==> config.mk <==
export PLATFORM = sky130hd
export DESIGN_NAME = gstc_accum
export DESIGN_NICKNAME = d
export VERILOG_FILES = /design/src/rtl/gstc_pkg.sv /design/src/rtl/gstc_accum.sv
export SDC_FILE = /design/constraint.sdc
export NUM_CORES = 1
export LEC_CHECK = 0
export BUFFER_PORTS_ARGS = -buffer_cell sky130_fd_sc_hd__buf_2
export CORE_MARGIN = 2
export CORE_UTILIZATION = 50
export CTS_BUF_LIST = sky130_fd_sc_hd__clkbuf_8
export DETAILED_ROUTE_END_ITERATION = 10
export GPL_ROUTABILITY_DRIVEN = 1
export PLACE_DENSITY = 0.75
export REMOVE_ABC_BUFFERS = 1
export SLEW_MARGIN = 20
export SYNTH_ARGS = -nofsm -noshare
export SYNTH_HDL_FRONTEND = slang
export SYNTH_SLANG_ARGS = --single-unit
==> constraint.sdc <==
create_clock -name clk -period 3.6 [get_ports clk]
set_input_delay 0.36 -clock clk [delete_from_list [all_inputs] [get_ports clk]]
set_output_delay 0.36 -clock clk [all_outputs]
set_load 0.05 [all_outputs]
==> src/rtl/gstc_pkg.sv <==
// Shared types and constants for the gyro self-test checker.
// Holds payload structs, stage encoding, register codes and widths.
// No dependencies.
`default_nettype none

package gstc_pkg;

  // Default number of samples summed per phase (legal range 1 to 15)
  localparam int SAMPLES_AVERAGED = 5;

  localparam int SAMPLE_W = 16;
  localparam int CNT_W    = 4;
  // On-minus-off running difference, sized for fifteen samples per phase
  localparam int DIFF_W   = 21;
  localparam int MAG_W    = 20;
  localparam int SCALE_W  = 8;
  localparam int LIMIT_W  = 24;
  localparam int RESP_W   = 24;
  localparam int PROD_W   = MAG_W + SCALE_W;

  localparam int CFG_IDX_W  = 2;
  localparam int CFG_DATA_W = 24;

  localparam logic [CFG_IDX_W-1:0] REG_SCALE     = 2'd0;
  localparam logic [CFG_IDX_W-1:0] REG_MIN_LIMIT = 2'd1;
  localparam logic [CFG_IDX_W-1:0] REG_MAX_LIMIT = 2'd2;

  localparam logic [SCALE_W-1:0] SCALE_RESET     = 8'd70;
  localparam logic [LIMIT_W-1:0] MIN_LIMIT_RESET = 24'd150000;
  localparam logic [LIMIT_W-1:0] MAX_LIMIT_RESET = 24'd700000;

  typedef enum logic [1:0] {
    ST_IDLE,
    ST_OFF_COLLECT,
    ST_OFF_DONE,
    ST_ON_COLLECT
  } gstc_stage_t;

  typedef struct packed {
    logic [7:0] x_low_byte;
    logic [7:0] x_high_byte;
    logic [7:0] y_low_byte;
    logic [7:0] y_high_byte;
    logic [7:0] z_low_byte;
    logic [7:0] z_high_byte;
    logic       stimulus_on;
  } gstc_in_t;

  typedef struct packed {
    logic              test_passed;
    logic [RESP_W-1:0] response_x;
    logic [RESP_W-1:0] response_y;
    logic [RESP_W-1:0] response_z;
  } gstc_out_t;

  typedef struct packed {
    logic signed [DIFF_W-1:0] diff_x;
    logic signed [DIFF_W-1:0] diff_y;
    logic signed [DIFF_W-1:0] diff_z;
  } gstc_diff_t;

endpackage

`default_nettype wire

==> src/rtl/gstc_accum.sv <==
// Test sequencer and per-axis on-minus-off accumulators.
// Emits the final sum difference of a completed test into a one-entry register.
// Depends on gstc_pkg.
`default_nettype none

module gstc_accum #(
  parameter int SamplesAveraged = gstc_pkg::SAMPLES_AVERAGED
) (
  input  wire logic                clk,
  input  wire logic                rst,
  input  wire logic                in_valid,
  output logic                     in_ready,
  input  wire gstc_pkg::gstc_in_t  in_data,
  output logic                     diff_valid,
  input  wire logic                diff_ready,
  output gstc_pkg::gstc_diff_t     diff_data
);
  import gstc_pkg::*;

  gstc_stage_t              stage, stage_next;
  logic [CNT_W-1:0]         count, count_next, count_inc;
  logic signed [DIFF_W-1:0] acc [3];
  logic signed [DIFF_W-1:0] acc_next [3];
  logic signed [DIFF_W-1:0] smp [3];
  logic signed [DIFF_W-1:0] acc_sum [3];
  logic                     accept, done, emit;
  logic [SAMPLE_W-1:0]      word [3];

  assign in_ready  = !diff_valid || diff_ready;
  assign accept    = in_valid && in_ready;
  assign count_inc = count + CNT_W'(1);
  assign done      = count_inc >= CNT_W'(SamplesAveraged);

  assign word[0] = {in_data.x_high_byte, in_data.x_low_byte};
  assign word[1] = {in_data.y_high_byte, in_data.y_low_byte};
  assign word[2] = {in_data.z_high_byte, in_data.z_low_byte};

  always_comb begin
    for (int j = 0; j < 3; j++) begin
      smp[j]     = {{(DIFF_W-SAMPLE_W){word[j][SAMPLE_W-1]}}, word[j]};
      acc_sum[j] = acc[j] + smp[j];
    end
  end

  // Next stage and sample count
  always_comb begin
    stage_next = stage;
    count_next = count;
    if (accept) begin
      if (!in_data.stimulus_on) begin
        if (stage != ST_OFF_COLLECT) begin
          // start a new test; this sample is discarded
          stage_next = ST_OFF_COLLECT;
          count_next = '0;
        end else if (done) begin
          stage_next = ST_OFF_DONE;
          count_next = '0;
        end else begin
          count_next = count_inc;
        end
      end else begin
        unique case (stage)
          ST_OFF_DONE: stage_next = ST_ON_COLLECT;
          ST_ON_COLLECT: begin
            if (done) begin
              stage_next = ST_IDLE;
              count_next = '0;
            end else begin
              count_next = count_inc;
            end
          end
          default: ;
        endcase
      end
    end
  end

  // Accumulator update and result launch
  always_comb begin
    emit = 1'b0;
    for (int j = 0; j < 3; j++) acc_next[j] = acc[j];
    if (accept) begin
      if (!in_data.stimulus_on) begin
        for (int j = 0; j < 3; j++) begin
          acc_next[j] = (stage != ST_OFF_COLLECT) ? '0 : acc[j] - smp[j];
        end
      end else if (stage == ST_ON_COLLECT) begin
        emit = done;
        for (int j = 0; j < 3; j++) acc_next[j] = done ? '0 : acc_sum[j];
      end
    end
  end

  always_ff @(posedge clk) begin
    if (rst) begin
      stage      <= ST_IDLE;
      count      <= '0;
      diff_valid <= 1'b0;
      for (int j = 0; j < 3; j++) acc[j] <= '0;
    end else begin
      stage <= stage_next;
      count <= count_next;
      for (int j = 0; j < 3; j++) acc[j] <= acc_next[j];
      if (emit) begin
        diff_valid <= 1'b1;
      end else if (diff_ready) begin
        diff_valid <= 1'b0;
      end
    end
  end

  always_ff @(posedge clk) begin
    if (emit) begin
      diff_data.diff_x <= acc_sum[0];
      diff_data.diff_y <= acc_sum[1];
      diff_data.diff_z <= acc_sum[2];
    end
  end

`ifndef NO_ASSERTIONS
  a_count_range: assert property (@(posedge clk) disable iff (rst)
    count < CNT_W'(SamplesAveraged))
    else $error("phase sample count reached the sample total");

  a_count_idle: assert property (@(posedge clk) disable iff (rst)
    (stage == ST_IDLE || stage == ST_OFF_DONE) |-> count == '0)
    else $error("sample count not cleared between phases");

  a_emit_end: assert property (@(posedge clk) disable iff (rst)
    emit |=> (stage == ST_IDLE) && diff_valid)
    else $error("completed test did not return to idle with a result");
`endif

endmodule

`default_nettype wire

Yosys cells after proc, flatten, opt, wreduce, memory -nomap -nowiden. Memory sizes are Yosys's and may differ from the RTL's. Cells that the tools add are included.

Add/sub/neg operators: 7. $lt $le $gt $ge: 1. Equality and inequality tests: 6. Mux-type cells: 29. Bitwise gates (word level): 3. Reductions and logical operators: 7.

Operator list (count): $mux W21 (9); $mux W63 (3); $add A21 B16 Y21 (3); $sub A21 B21 Y21 (3); $mux W4 (4); $mux W1 (8); $mux W2 (4); $add A4 B1 Y4 const B (1); $eq A2 B2 Y1 const B (2); $ge A4 B3 Y1 const B (1); $ne A2 B1 Y1 const B (2); $pmux W2 S2 (1); $reduce_and A4 Y1 (1); $ne A3 B1 Y1 const B (1); $ne A3 B3 Y1 const B (1); $or A1 B1 Y1 (3); $reduce_bool A3 Y1 (1); $reduce_and A2 Y1 (1); $reduce_bool A2 Y1 (1); $logic_and A1 B1 Y1 (1); $logic_not A1 Y1 (1); $logic_or A1 B1 Y1 (1).

Register bits: 70. Memory bits (writable): 63. Bits of input ports: 53. Output and inout bits: 65. Memories kept: 1.

Memory list: acc (words 3, bits a word 21, read ports 3, clocked after Yosys merged registers in 0, wr ports 3, RTL line gstc_accum.sv:22) `logic signed [DIFF_W-1:0] acc [3];`.

Longest topological paths before layout. Gate-level depths: netlist (run 1).

Word-level depth: 7. Depth in mapped cells: 13.

Worst setup path after synthesis (run 1). OpenSTA, ideal clock, no wires.

Path type: register to register. Start: register diff_valid. End: register diff_data[0] (netlist bit), enable pin. Library setup time: 0.417 ns. Arrival: 2.795 ns. Required time: 3.183 ns. Path slack: 0.388 ns. Stages on the path, launching flop included: 6. Period minus slack after synthesis: 3.212 ns. Path through: dfxtp_1 nand2b_1 nand2_1 nor3b_1 nand3_1 inv_1.

Word-level cells in the longest chain between the ends: 4.

Ends and longest elaborated chain: start: declaration (RTL line gstc_accum.sv:14) `output logic diff_valid,`; start signal: assignment (RTL line gstc_accum.sv:98) `diff_valid <= 1'b0;`; start signal: assignment (RTL line gstc_accum.sv:105) `diff_valid <= 1'b1;`; start signal: assignment (RTL line gstc_accum.sv:107) `diff_valid <= 1'b0;`; $logic_not A1 Y1 (RTL line gstc_accum.sv:29) `assign in_ready = !diff_valid || diff_ready;`; $logic_or A1 B1 Y1 (RTL line gstc_accum.sv:29); named net in_ready (RTL line gstc_accum.sv:12) `output logic in_ready,`; $logic_and A1 B1 Y1 (RTL line gstc_accum.sv:30) `assign accept = in_valid && in_ready;`; $mux W1 (RTL line gstc_accum.sv:82) `if (accept) begin`; named net emit (RTL line gstc_accum.sv:26) `logic accept, done, emit;`; end: declaration (RTL line gstc_accum.sv:16) `output gstc_pkg::gstc_diff_t diff_data`.

The timed path passes the listed nets, and every way through them passes these cells. A chain may end at the register's enable or synchronous reset.

==> qor_table.md, run 1 <==
| Quantity | Value |
|---|---|
| Result of the run | finished clean |
| TritonCTS Buffers | 17 |
| Mean instance size in the synthesized netlist | 8.428 um2 |
| Routed wire length | 27690 um |
| R2R cell count | 12 |
| Launching instance or port of the critical path | acc[0][42] |
| Hold Path Class | input port to flop |
| Post-cts sizing count | 0 |
| Kind of cell with the highest combined delay on the critical path | compound AO/OA/AOI/OAI gates |
| Clk pin slew, worst setup/hold paths | 0.07 ns |
| Drt pass-1 iters | 5 |
| Final period utilization | 0.8885 |
| Wire length per cell | 16.56 um |
| Flop and latch count out of synthesis | 133 |
| Netlist cell types | 82 |
| Number of logic stages on the critical path including buffering | 12 |
| Worst clock skew | 0.01310 ns |
| Leading cell types by count after synthesis | sky130_fd_sc_hd__nor2_1 (157), sky130_fd_sc_hd__ha_1 (122), sky130_fd_sc_hd__a21oi_1 (117), sky130_fd_sc_hd__inv_1 (104) |
| Cell breakdown of the critical path | inv_1 -> ha_1 -> fa_1 -> nor2b_1 -> o21a_1 -> o21ai_1 -> a211oi_1 -> o21ai_1 -> o311a_1 -> a21oi_1 -> mux2_2 -> a311oi_2 |
| Initial standard-cell utilization of the core | 0.5059 |
| Element type at the critical path end | flop |
| Number of max-cap violations | 0 |
| Routability congestion estimate | 0.9292 |
| CTS Sinks | 133 |
| Total Power Consumption | 4145 uW |
| CP required | 3.97 ns |
| Detail Route Antenna Nets | 0 |
| Layout Area Growth over Synthesis | 10.64% |
| Post-place setup slack | 0.3018 ns |
| Worst path setup slack after routing | 0.4014 ns |
| Unrepaired setup endpoints after global routing | false |
| Critical path arrival | 3.57 ns |
| Area after DPL | 0.01176 mm2 |
| Largest net degree at the start of global routing | 63 |
| Kind of critical path | flop to flop |
| Hold Fails Final Rpt | 0 |
| Portion of synthesized cell area occupied by the leading cell type | 0.1724 |
| Number of global-route vias before repair | 9244 |
| Final min period | 3.199 ns |
| Sequential cell area fraction in the yosys report | 0.3001 |
| Pleak | 0.005192 uW |
| Most frequently used cell type in the post-synthesis netlist | sky130_fd_sc_hd__nor2_1 |
| Final-layout fill cell count | 2020 |
| Final setup violating endpoints | 0 |
| Worst-path cell with the longest stage delay | sky130_fd_sc_hd__fa_1 |
| First-pass GRT wire length | 45130 um |
| Drc violations | 0 |
| Later-pin clock latency in the skew report | 0.46 ns |
| Remaining max-slew budget at the tightest pin | 0.3815 |
| Overall fraction of global-route tracks in use | 0.2346 |
| Floorplan die width | 152.1 um |
| Fraction of final layout cells with drive strength greater than 1 | 0.1432 |
| Worst supply voltage drop on vdd | 215.3 uV |
| Count of hold buffers inserted by post-cts repair | 0 |
| Library cell used as clock root buffer | sky130_fd_sc_hd__clkbuf_8 |
| Critical Path Source Type | flop |
| Beginning of the worst hold path | diff_ready |
| IO Pins | 118 |
| Primary flip-flop cell chosen by synthesis mapping | sky130_fd_sc_hd__dfxtp_1 |
| # nets final | 1558 |
| Max Fclk | 0.3126 GHz |
| Post-route cell area | 0.01214 mm2 |
| Port Buffer Count | 117 |
| Routed vias | 9767 |
| Site Rows | 54 |
| Cell depth of the worst min-delay path | 3 |
| Final-report max-slew violation count | 0 |
| Reg2reg start | acc[0][42] |
| Iteration-0 DRC Markers | 541 |
| Antenna violations before repair | 2 |
| Instance count of the mapped netlist | 1302 |
| Delay of the slowest critical-path stage | 0.42 ns |
| Post-synth design cell area | 0.01097 mm2 |
| Average vias per placed instance | 5.842 |
| Dominant cell type by area after synthesis | sky130_fd_sc_hd__edfxtp_1 |
| Number of enable flip-flop cells after synthesis | 63 |
| Main area contributors after synthesis | sky130_fd_sc_hd__edfxtp_1 (17%), sky130_fd_sc_hd__ha_1 (14%), sky130_fd_sc_hd__dfxtp_1 (13%), sky130_fd_sc_hd__xnor2_1 (5.6%), sky130_fd_sc_hd__nor2_1 (5.4%) |
| Number of warning messages in the yosys log | 0 |
| TritonCTS clock tree | built |
| Cell area power density | 341.4 mW/mm2 |
| Synth async-reset ratio | 0 |
| Worst-case hold slack | 0.2853 ns |
| Most repeated library cell on the critical path | sky130_fd_sc_hd__o21ai_1 |
| Placeable core region | 0.02169 mm2 |
| Worst-margin pin slew | 0.9255 ns |
| Die H | 152.1 um |
| Top fanout value on the critical path | 4 |
| DP Wirelength | 19870 um |
| Critical path buffers and inverters | 1 |
| Aggregate global routing overflow | 0 |
| Maximum clock insertion buffer count | 2 |
| Number of setup buffers added after CTS | 0 |
| Die Footprint | 0.02315 mm2 |
| CTS H-Tree Depth | 4 |
## flip-flops by register name, indices dropped and copies added, names as in the netlist
signal and count:
diff_data 63, acc 63, diff_valid 1, stage 2, count 4
## per-layer routing
layer / global-route usage / share of wire
met1: 0.2970 / 0.45
met2: 0.4112 / 0.48
met3: 0.04067 / 0.052
met4: 0.06765 / 0.016
met5: 0 / 0
## area by class of cell
type,instances,area [um2],area share
Multi-Input combinational cell,982,6968,0.5739
Sequential cell,133,3293,0.2713
Timing Repair Buffer,133,730.7,0.06019
Inverter,110,412.9,0.03401
Tap cell,280,350.3,0.02886
Clock buffer,23,316.6,0.02607
Clock inverter,9,63.81,0.005256
Antenna cell,2,5.005,0.0004122
## final timing paths
kind / end / slack [ns]
hold reg to reg: acc[0][12] / 0.48
setup / recovery: acc[0][62] / 0.40
hold / removal: diff_valid / 0.29
setup reg to reg: acc[0][62] / 0.40
## logic make-up after synthesis
group | Yosys count | synth area share
AND/OR/NAND/NOR | 380 | 0.1628
adder cells (fa/ha/maj) | 128 | 0.1501
XOR/XNOR | 88 | 0.07024
flip-flops | 133 | 0.3001
AO/OA/AOI/OAI | 380 | 0.2447
buffers and inverters | 187 | 0.06625
multiplexers | 6 | 0.005815
## power by group
group	internal, uW	total (uW)	leakage, uW	switching [uW]
Sequential	1660	1700	0.00114	41.3
Combinational	490	1220	0.00383	735
Clock	641	1220	0.000218	579
## placed cells by master, fill, tap and decap left out, types with 17 or more instances in the layout
cell,instances
sky130_fd_sc_hd__nor2_1,157
sky130_fd_sc_hd__ha_1,122
sky130_fd_sc_hd__buf_2,117
sky130_fd_sc_hd__a21oi_1,116
sky130_fd_sc_hd__inv_1,108
sky130_fd_sc_hd__xnor2_1,70
sky130_fd_sc_hd__dfxtp_1,70
sky130_fd_sc_hd__edfxtp_1,63
sky130_fd_sc_hd__nand2_1,61
sky130_fd_sc_hd__nor3_1,49
sky130_fd_sc_hd__a211oi_1,30
sky130_fd_sc_hd__o21ai_0,25
sky130_fd_sc_hd__a221oi_1,25
sky130_fd_sc_hd__clkbuf_8,23
sky130_fd_sc_hd__nand3_1,21
sky130_fd_sc_hd__a21o_1,20
sky130_fd_sc_hd__xor2_1,18
sky130_fd_sc_hd__o21bai_1,17
## worst min-delay path, stage by stage
cell and delay, ns:
sky130_fd_sc_hd__buf_2 0.07, sky130_fd_sc_hd__nand2b_1 0.17, sky130_fd_sc_hd__a21oi_1 0.08
## through the flow
stage	TNS, ns	cells	util
after detailed placement	0	1638	0.5420
after global placement	0	1638	0.5420
after global routing	0	1670	0.5595
final	0	1672	0.5598
after floorplan	-14.98	1225	-
after CTS	0	1670	0.5595
Note: power is estimated with default switching activity, not from simulation.
==> run 2, diff against run 1 <==
Settings changed: CORE_ASPECT_RATIO set to 1.4.
==> qor_table.md, run 2 (same netlist as run 1, synthesis figures left out) <==
| Quantity | Value | vs previous |
|---|---|---|
| Iteration-0 DRC Markers | 741 | +37% |
| Die Footprint | 0.02316 mm2 | about the same |
| Largest regs | acc: 63 flops, diff_data: 63 flops, count: 4 flops |  |
| Antenna violations before repair | 3 | +1 |
| Pleak | 0.005218 uW | +0.50% |
| Internal power consumption | 2990 uW | +7.2% |
| Routed wire length | 28750 um | +3.8% |
| Largest net degree at the start of global routing | 71 | +13% |
| Worst-case hold slack | 0.2272 ns | -0.05813 ns |
| Fraction of final layout cells with drive strength greater than 1 | 0.1492 | +0.006045 |
| CTS Sinks | 133 | unchanged |
| Cell depth of the worst min-delay path | 3 | unchanged |
| Hold Path Class | input port to flop |  |
| Initial standard-cell utilization of the core | 0.5057 | about the same |
| Placeable core region | 0.02170 mm2 | about the same |
| Detail Route Antenna Nets | 0 | unchanged |
| Floorplan die width | 129.2 um | -15% |
| Switch Pwr | 1415 uW | +4.4% |
| Fraction of power consumed by combinational cells | 0.281 | -0.015 |
| Leading cell type in the layout, fill and taps excluded | sky130_fd_sc_hd__nor2_1 |  |
| Hold Fails Final Rpt | 0 | unchanged |
| Worst-margin pin slew | 0.8213 ns | -0.1042 ns |
| Critical path arrival | 3.59 ns | +0.02 ns |
| Worst clock skew | 0.01027 ns | -0.002827 ns |
| Reg2reg start | acc[0][21] |  |
| Aggregate global routing overflow | 0 | unchanged |
| Post-route cell area | 0.01229 mm2 | +1.3% |
| Overall fraction of global-route tracks in use | 0.2560 | +0.02139 |
| Post-cts sizing count | 0 | unchanged |
| DP Wirelength | 20820 um | +4.8% |
| Routability congestion estimate | 0.9292 | unchanged |
| Number of global-route vias before repair | 9888 | +7.0% |
| Worst supply voltage drop on vdd | 209.5 uV | -2.7% |
| Number of setup buffers added after CTS | 0 | unchanged |
| Later-pin clock latency in the skew report | 0.49 ns | +0.03 ns |
| Critical Path Source Type | flop |  |
| Count of hold buffers inserted by post-cts repair | 0 | unchanged |
| Drt pass-1 iters | 5 | unchanged |
| R2R cell count | 12 | unchanged |
| Clock network power share | 0.333 | +0.039 |
| Max Fclk | 0.3143 GHz | +0.52% |
| Clk pin slew, worst setup/hold paths | 0.08 ns | about the same |
| Library cell used as clock root buffer | sky130_fd_sc_hd__clkbuf_8 |  |
| Final min period | 3.182 ns | -0.01641 ns |
| Port Buffer Count | 117 | unchanged |
| Routed vias | 9950 | +1.9% |
| Top library cells by usage in the layout, fill and taps aside | sky130_fd_sc_hd__nor2_1 (157), sky130_fd_sc_hd__ha_1 (122), sky130_fd_sc_hd__buf_2 (117) |  |
| Total instance count after detailed placement | 1659 | +1.3% |
| Element type at the critical path end | flop |  |
| # nets final | 1562 | +0.26% |
| IO Pins | 118 | unchanged |
| Remaining max-slew budget at the tightest pin | 0.4525 | +0.07097 |
| Die H | 179.3 um | +18% |
| Kind of critical path | flop to flop |  |
| Top fanout value on the critical path | 4 | unchanged |
| Endpoint with the worst hold slack | diff_valid |  |
| TritonCTS Buffers | 17 | unchanged |
| CP required | 4.01 ns | +0.04 ns |
| Worst-case register-to-register setup slack | 0.42 ns | +0.02 ns |
| Switching power share of the total | 0.3212 | -0.005794 |
| Final-report max-slew violation count | 0 | unchanged |
| Capturing point of the worst reg2reg path | acc[0][39] |  |
| Cell area power density | 358.2 mW/mm2 | +4.9% |
| CTS H-Tree Depth | 4 | unchanged |
| Site Rows | 64 | +19% |
| Maximum clock insertion buffer count | 2 | unchanged |
| Beginning of the worst hold path | diff_ready |  |
| Unrepaired setup endpoints after global routing | false |  |
| TritonCTS clock tree | built |  |
| Final period utilization | 0.8839 | -0.004558 |
| Total Power Consumption | 4404 uW | +6.3% |
| Result of the run | finished clean |  |
| Average vias per placed instance | 5.874 | +0.55% |
| Area after DPL | 0.01183 mm2 | +0.65% |
| Final-layout fill cell count | 1965 | -2.7% |
| Number of max-cap violations | 0 | unchanged |
| Launching instance or port of the critical path | acc[0][21] |  |
| Wire length per cell | 16.97 um | +2.5% |
| Layout Area Growth over Synthesis | 12.04% |  |
| Non-Filler Instances | 1694 | +1.3% |
| First-pass GRT wire length | 47130 um | +4.4% |
| Final setup violating endpoints | 0 | unchanged |
| Share of power burned in registers | 0.386 | -0.024 |
| Drc violations | 0 | unchanged |
## run 2: cell count changes in the layout (fill, tap and decap cells not counted), sizes merged
cell      before  now
inv          114  109
buf          133  137
bufinv         1    5
clkinv         4    5
clkbuf        23   18
clkinvlp       0    5
diode          2    3
## run 2: per-stage QoR
step,setup WS (ns),utilization,setup TNS (ns)
5_1_grt,0.1589,0.5663,0
4_1_cts,0.4108,0.5662,0
3_5_place_dp,0.2276,0.5452,0
2_1_floorplan,-0.5373,-,-14.98
6_report,0.4178,0.5665,0
3_3_place_gp,0.3884,0.5452,0
## run 2: per-layer routing
| layer | track usage | wire length, um |
|---|---|---|
| met1 | 0.2775 | 11250 |
| met2 | 0.4678 | 14790 |
| met3 | 0.04954 | 1518 |
| met4 | 0.1313 | 1186 |
| met5 | 0 | 7 |
## run 2: worst max-delay path by stage
stage,to,slack [ns],cells past startpoint
finish,acc[0][39],0.42,12
global route,acc[0][59],0.16,11
CTS,acc[0][59],0.41,10
detailed placement,acc[0][59],0.23,13
global placement,acc[0][19],0.39,12
floorplan,acc[0][17],-0.54,6
## run 2: final cells by class
| class | instances | area [um2] | area share |
|---|---|---|---|
| diodes | 3 | 7.507 | 0.0006106 |
| clock buffers | 18 | 247.7 | 0.02015 |
| clock inverters | 14 | 207.7 | 0.01689 |
| inverters | 110 | 412.9 | 0.03358 |
| multi-input cells | 982 | 6968 | 0.5668 |
| flip-flops and latches | 133 | 3293 | 0.2679 |
| well taps | 297 | 371.6 | 0.03023 |
| repair buffers | 137 | 785.8 | 0.06391 |
## run 2: critical path, cell delays in order (launching register included)
cell	delay [ns]
sky130_fd_sc_hd__dfxtp_1	0.38
sky130_fd_sc_hd__inv_1	0.06
sky130_fd_sc_hd__ha_1	0.21
sky130_fd_sc_hd__fa_1	0.41
sky130_fd_sc_hd__nand2b_1	0.18
sky130_fd_sc_hd__a211oi_1	0.42
sky130_fd_sc_hd__o21ai_1	0.19
sky130_fd_sc_hd__a31oi_1	0.27
sky130_fd_sc_hd__a31oi_1	0.22
sky130_fd_sc_hd__nor4b_1	0.30
sky130_fd_sc_hd__a21oi_1	0.08
sky130_fd_sc_hd__a31o_2	0.21
sky130_fd_sc_hd__a211oi_1	0.18
## run 2: power by group through the flow
| stage | registers (uW) | logic, uW | clock network [uW] |
|---|---|---|---|
| 2_1_floorplan | 1720 | 918 | 0 |
| 3_3_place_gp | 1730 | 1200 | 0 |
| 3_5_place_dp | 1730 | 1220 | 0 |
| 4_1_cts | 1700 | 1230 | 1490 |
| 5_1_grt | 1710 | 1380 | 1540 |
| 6_report | 1700 | 1240 | 1470 |
==> run 3, diff against run 2 <==
Settings changed: PLACE_DENSITY 0.75 to 0.7.
==> qor_table.md, run 3 (same netlist as run 1, synthesis figures left out) <==
| Quantity | Value | vs previous |
|---|---|---|
| Critical path arrival | 3.58 ns | about the same |
| Iteration-0 DRC Markers | 442 | -40% |
| Worst clock skew | 0.01349 ns | +0.003218 ns |
| Kind of critical path | flop to flop |  |
| CTS H-Tree Depth | 4 | unchanged |
| Later-pin clock latency in the skew report | 0.47 ns | -0.02 ns |
| Die Footprint | 0.02316 mm2 | unchanged |
| Antenna violations before repair | 4 | +1 |
| Largest regs | acc: 63 flops, diff_data: 63 flops, count: 4 flops |  |
| Number of setup buffers added after CTS | 0 | unchanged |
| Worst-margin pin slew | 1.093 ns | +0.2713 ns |
| Top library cells by usage in the layout, fill and taps aside | sky130_fd_sc_hd__nor2_1 (157), sky130_fd_sc_hd__ha_1 (122), sky130_fd_sc_hd__buf_2 (117) |  |
| Core occupancy in the finished layout | 0.5635 | -0.003056 |
| TritonCTS Buffers | 17 | unchanged |
| CP required | 3.97 ns | -0.04 ns |
| Post-cts sizing count | 0 | unchanged |
| R2R cell count | 12 | unchanged |
| Element type at the critical path end | flop |  |
| Worst supply voltage drop on vdd | 247.2 uV | +18% |
| Routed vias | 9738 | -2.1% |
| Worst-case hold slack | 0.2511 ns | +0.02392 ns |
| DP Wirelength | 20450 um | -1.8% |
| Total Power Consumption | 4204 uW | -4.5% |
| CTS Sinks | 133 | unchanged |
| Pleak | 0.005214 uW | about the same |
| Site Rows | 64 | unchanged |
| Fraction of final layout cells with drive strength greater than 1 | 0.1455 | -0.003691 |
| Non-Filler Instances | 1694 | unchanged |
| Aggregate global routing overflow | 0 | unchanged |
| Hold Fails Final Rpt | 0 | unchanged |
| Clk pin slew, worst setup/hold paths | 0.08 ns | about the same |
| Placeable core region | 0.02170 mm2 | unchanged |
| Number of global-route vias before repair | 9516 | -3.8% |
| Final period utilization | 0.8903 | +0.006408 |
| M1 WL | 11600 um | +3.2% |
| Endpoint with the worst hold slack | diff_valid |  |
| Leading cell type in the layout, fill and taps excluded | sky130_fd_sc_hd__nor2_1 |  |
| Routability congestion estimate | 0.9243 | -0.53% |
| Drt pass-1 iters | 5 | unchanged |
| Remaining max-slew budget at the tightest pin | 0.2716 | -0.1809 |
| Worst-case register-to-register setup slack | 0.39 ns | -0.02 ns |
| Top fanout value on the critical path | 3 | -1 |
| Port Buffer Count | 117 | unchanged |
| Max Fclk | 0.3120 GHz | -0.72% |
| # nets final | 1563 | +0.064% |
| Layout Area Growth over Synthesis | 11.44% |  |
| Capturing point of the worst reg2reg path | acc[0][62] |  |
| IO Pins | 118 | unchanged |
| Beginning of the worst hold path | diff_ready |  |
| Number of max-cap violations | 0 | unchanged |
| Critical Path Source Type | flop |  |
| Average vias per placed instance | 5.749 | -2.1% |
| Reg2reg start | acc[0][42] |  |
| Detail Route Antenna Nets | 0 | unchanged |
| Total met3 wirelength after detailed routing | 1134 um | -25% |
| Overall fraction of global-route tracks in use | 0.2505 | -0.005549 |
| Cell depth of the worst min-delay path | 3 | unchanged |
| Largest net degree at the start of global routing | 71 | unchanged |
| Hold Path Class | input port to flop |  |
| Final setup violating endpoints | 0 | unchanged |
| Count of hold buffers inserted by post-cts repair | 0 | unchanged |
| Met2 routed wirelength | 15130 um | +2.3% |
| Drc violations | 0 | unchanged |
| Total instance count after detailed placement | 1660 | +0.060% |
| Unrepaired setup endpoints after global routing | false |  |
| Final-report max-slew violation count | 0 | unchanged |
| Wire length per cell | 16.97 um | about the same |
| Routed wire length | 28750 um | about the same |
| Library cell used as clock root buffer | sky130_fd_sc_hd__clkbuf_8 |  |
| Cell area power density | 343.8 mW/mm2 | -4.0% |
| Final min period | 3.205 ns | +0.02307 ns |
| TritonCTS clock tree | built |  |
| Die H | 179.3 um | unchanged |
| Maximum clock insertion buffer count | 2 | unchanged |
| Result of the run | finished clean |  |
| Floorplan die width | 129.2 um | unchanged |
| Initial standard-cell utilization of the core | 0.5057 | unchanged |
| Max Used Layer | met5 |  |
| First-pass GRT wire length | 45790 um | -2.9% |
[run 3: cell types whose count changed in the layout (fill, tap and decap cells not counted), sizes merged]
cell / before / now
inv: 109 / 114
bufinv: 5 / 3
diode: 3 / 2
clkbuf: 18 / 17
buf: 137 / 138
clkinvlp: 5 / 3
[run 3: through the flow]
stage	cell area [um2]	setup TNS, ns	setup slack (ns)
floorplan	10660	-14.98	-0.5373
global placement	11840	0	0.3830
detailed placement	11840	0	0.3361
CTS	12220	0	0.4065
global route	12220	0	0.2243
finish	12230	0	0.3947
[run 3: where the power goes]
part	total [uW]	switching (uW)	internal (uW)
combinational	1240	740	499
clock	1270	601	664
sequential	1700	41.0	1660
[run 3: layout make-up]
class	count	area (um2)
diodes	2	5.005
clock buffers	17	234.0
clock inverters	15	150.1
fillers	2068	9473
inverters	110	412.9
multi-input cells	982	6968
flip-flops and latches	133	3293
well taps	297	371.6
repair buffers	138	793.3
[run 3: worst max path at each step]
stage	start	to	slack (ns)	cells after the start
3_3_place_gp	in_data[25]	acc[0][41]	0.38	12
5_1_grt	acc[0][42]	acc[0][62]	0.22	12
2_1_floorplan	diff_valid	acc[0][17]	-0.54	6
6_report	acc[0][42]	acc[0][62]	0.39	12
4_1_cts	acc[0][42]	acc[0][62]	0.41	12
3_5_place_dp	in_data[25]	acc[0][41]	0.34	12
[run 3: critical path: stages, from the launching register on]
cell and delay, ns:
sky130_fd_sc_hd__dfxtp_1 0.35, sky130_fd_sc_hd__inv_1 0.05, sky130_fd_sc_hd__ha_1 0.20, sky130_fd_sc_hd__fa_1 0.42, sky130_fd_sc_hd__nor2b_1 0.16, sky130_fd_sc_hd__o21a_1 0.15
sky130_fd_sc_hd__o21ai_1 0.12, sky130_fd_sc_hd__a211oi_1 0.35, sky130_fd_sc_hd__o21ai_1 0.19, sky130_fd_sc_hd__o311a_1 0.39, sky130_fd_sc_hd__a21oi_1 0.14, sky130_fd_sc_hd__mux2_2 0.35
sky130_fd_sc_hd__a311oi_2 0.23
[run 3: routing by layer]
layer	track usage	vias up
li1	-	4821
met1	0.2763	4595
met2	0.4627	248
met3	0.04476	70
met4	0.1119	4
met5	0	-
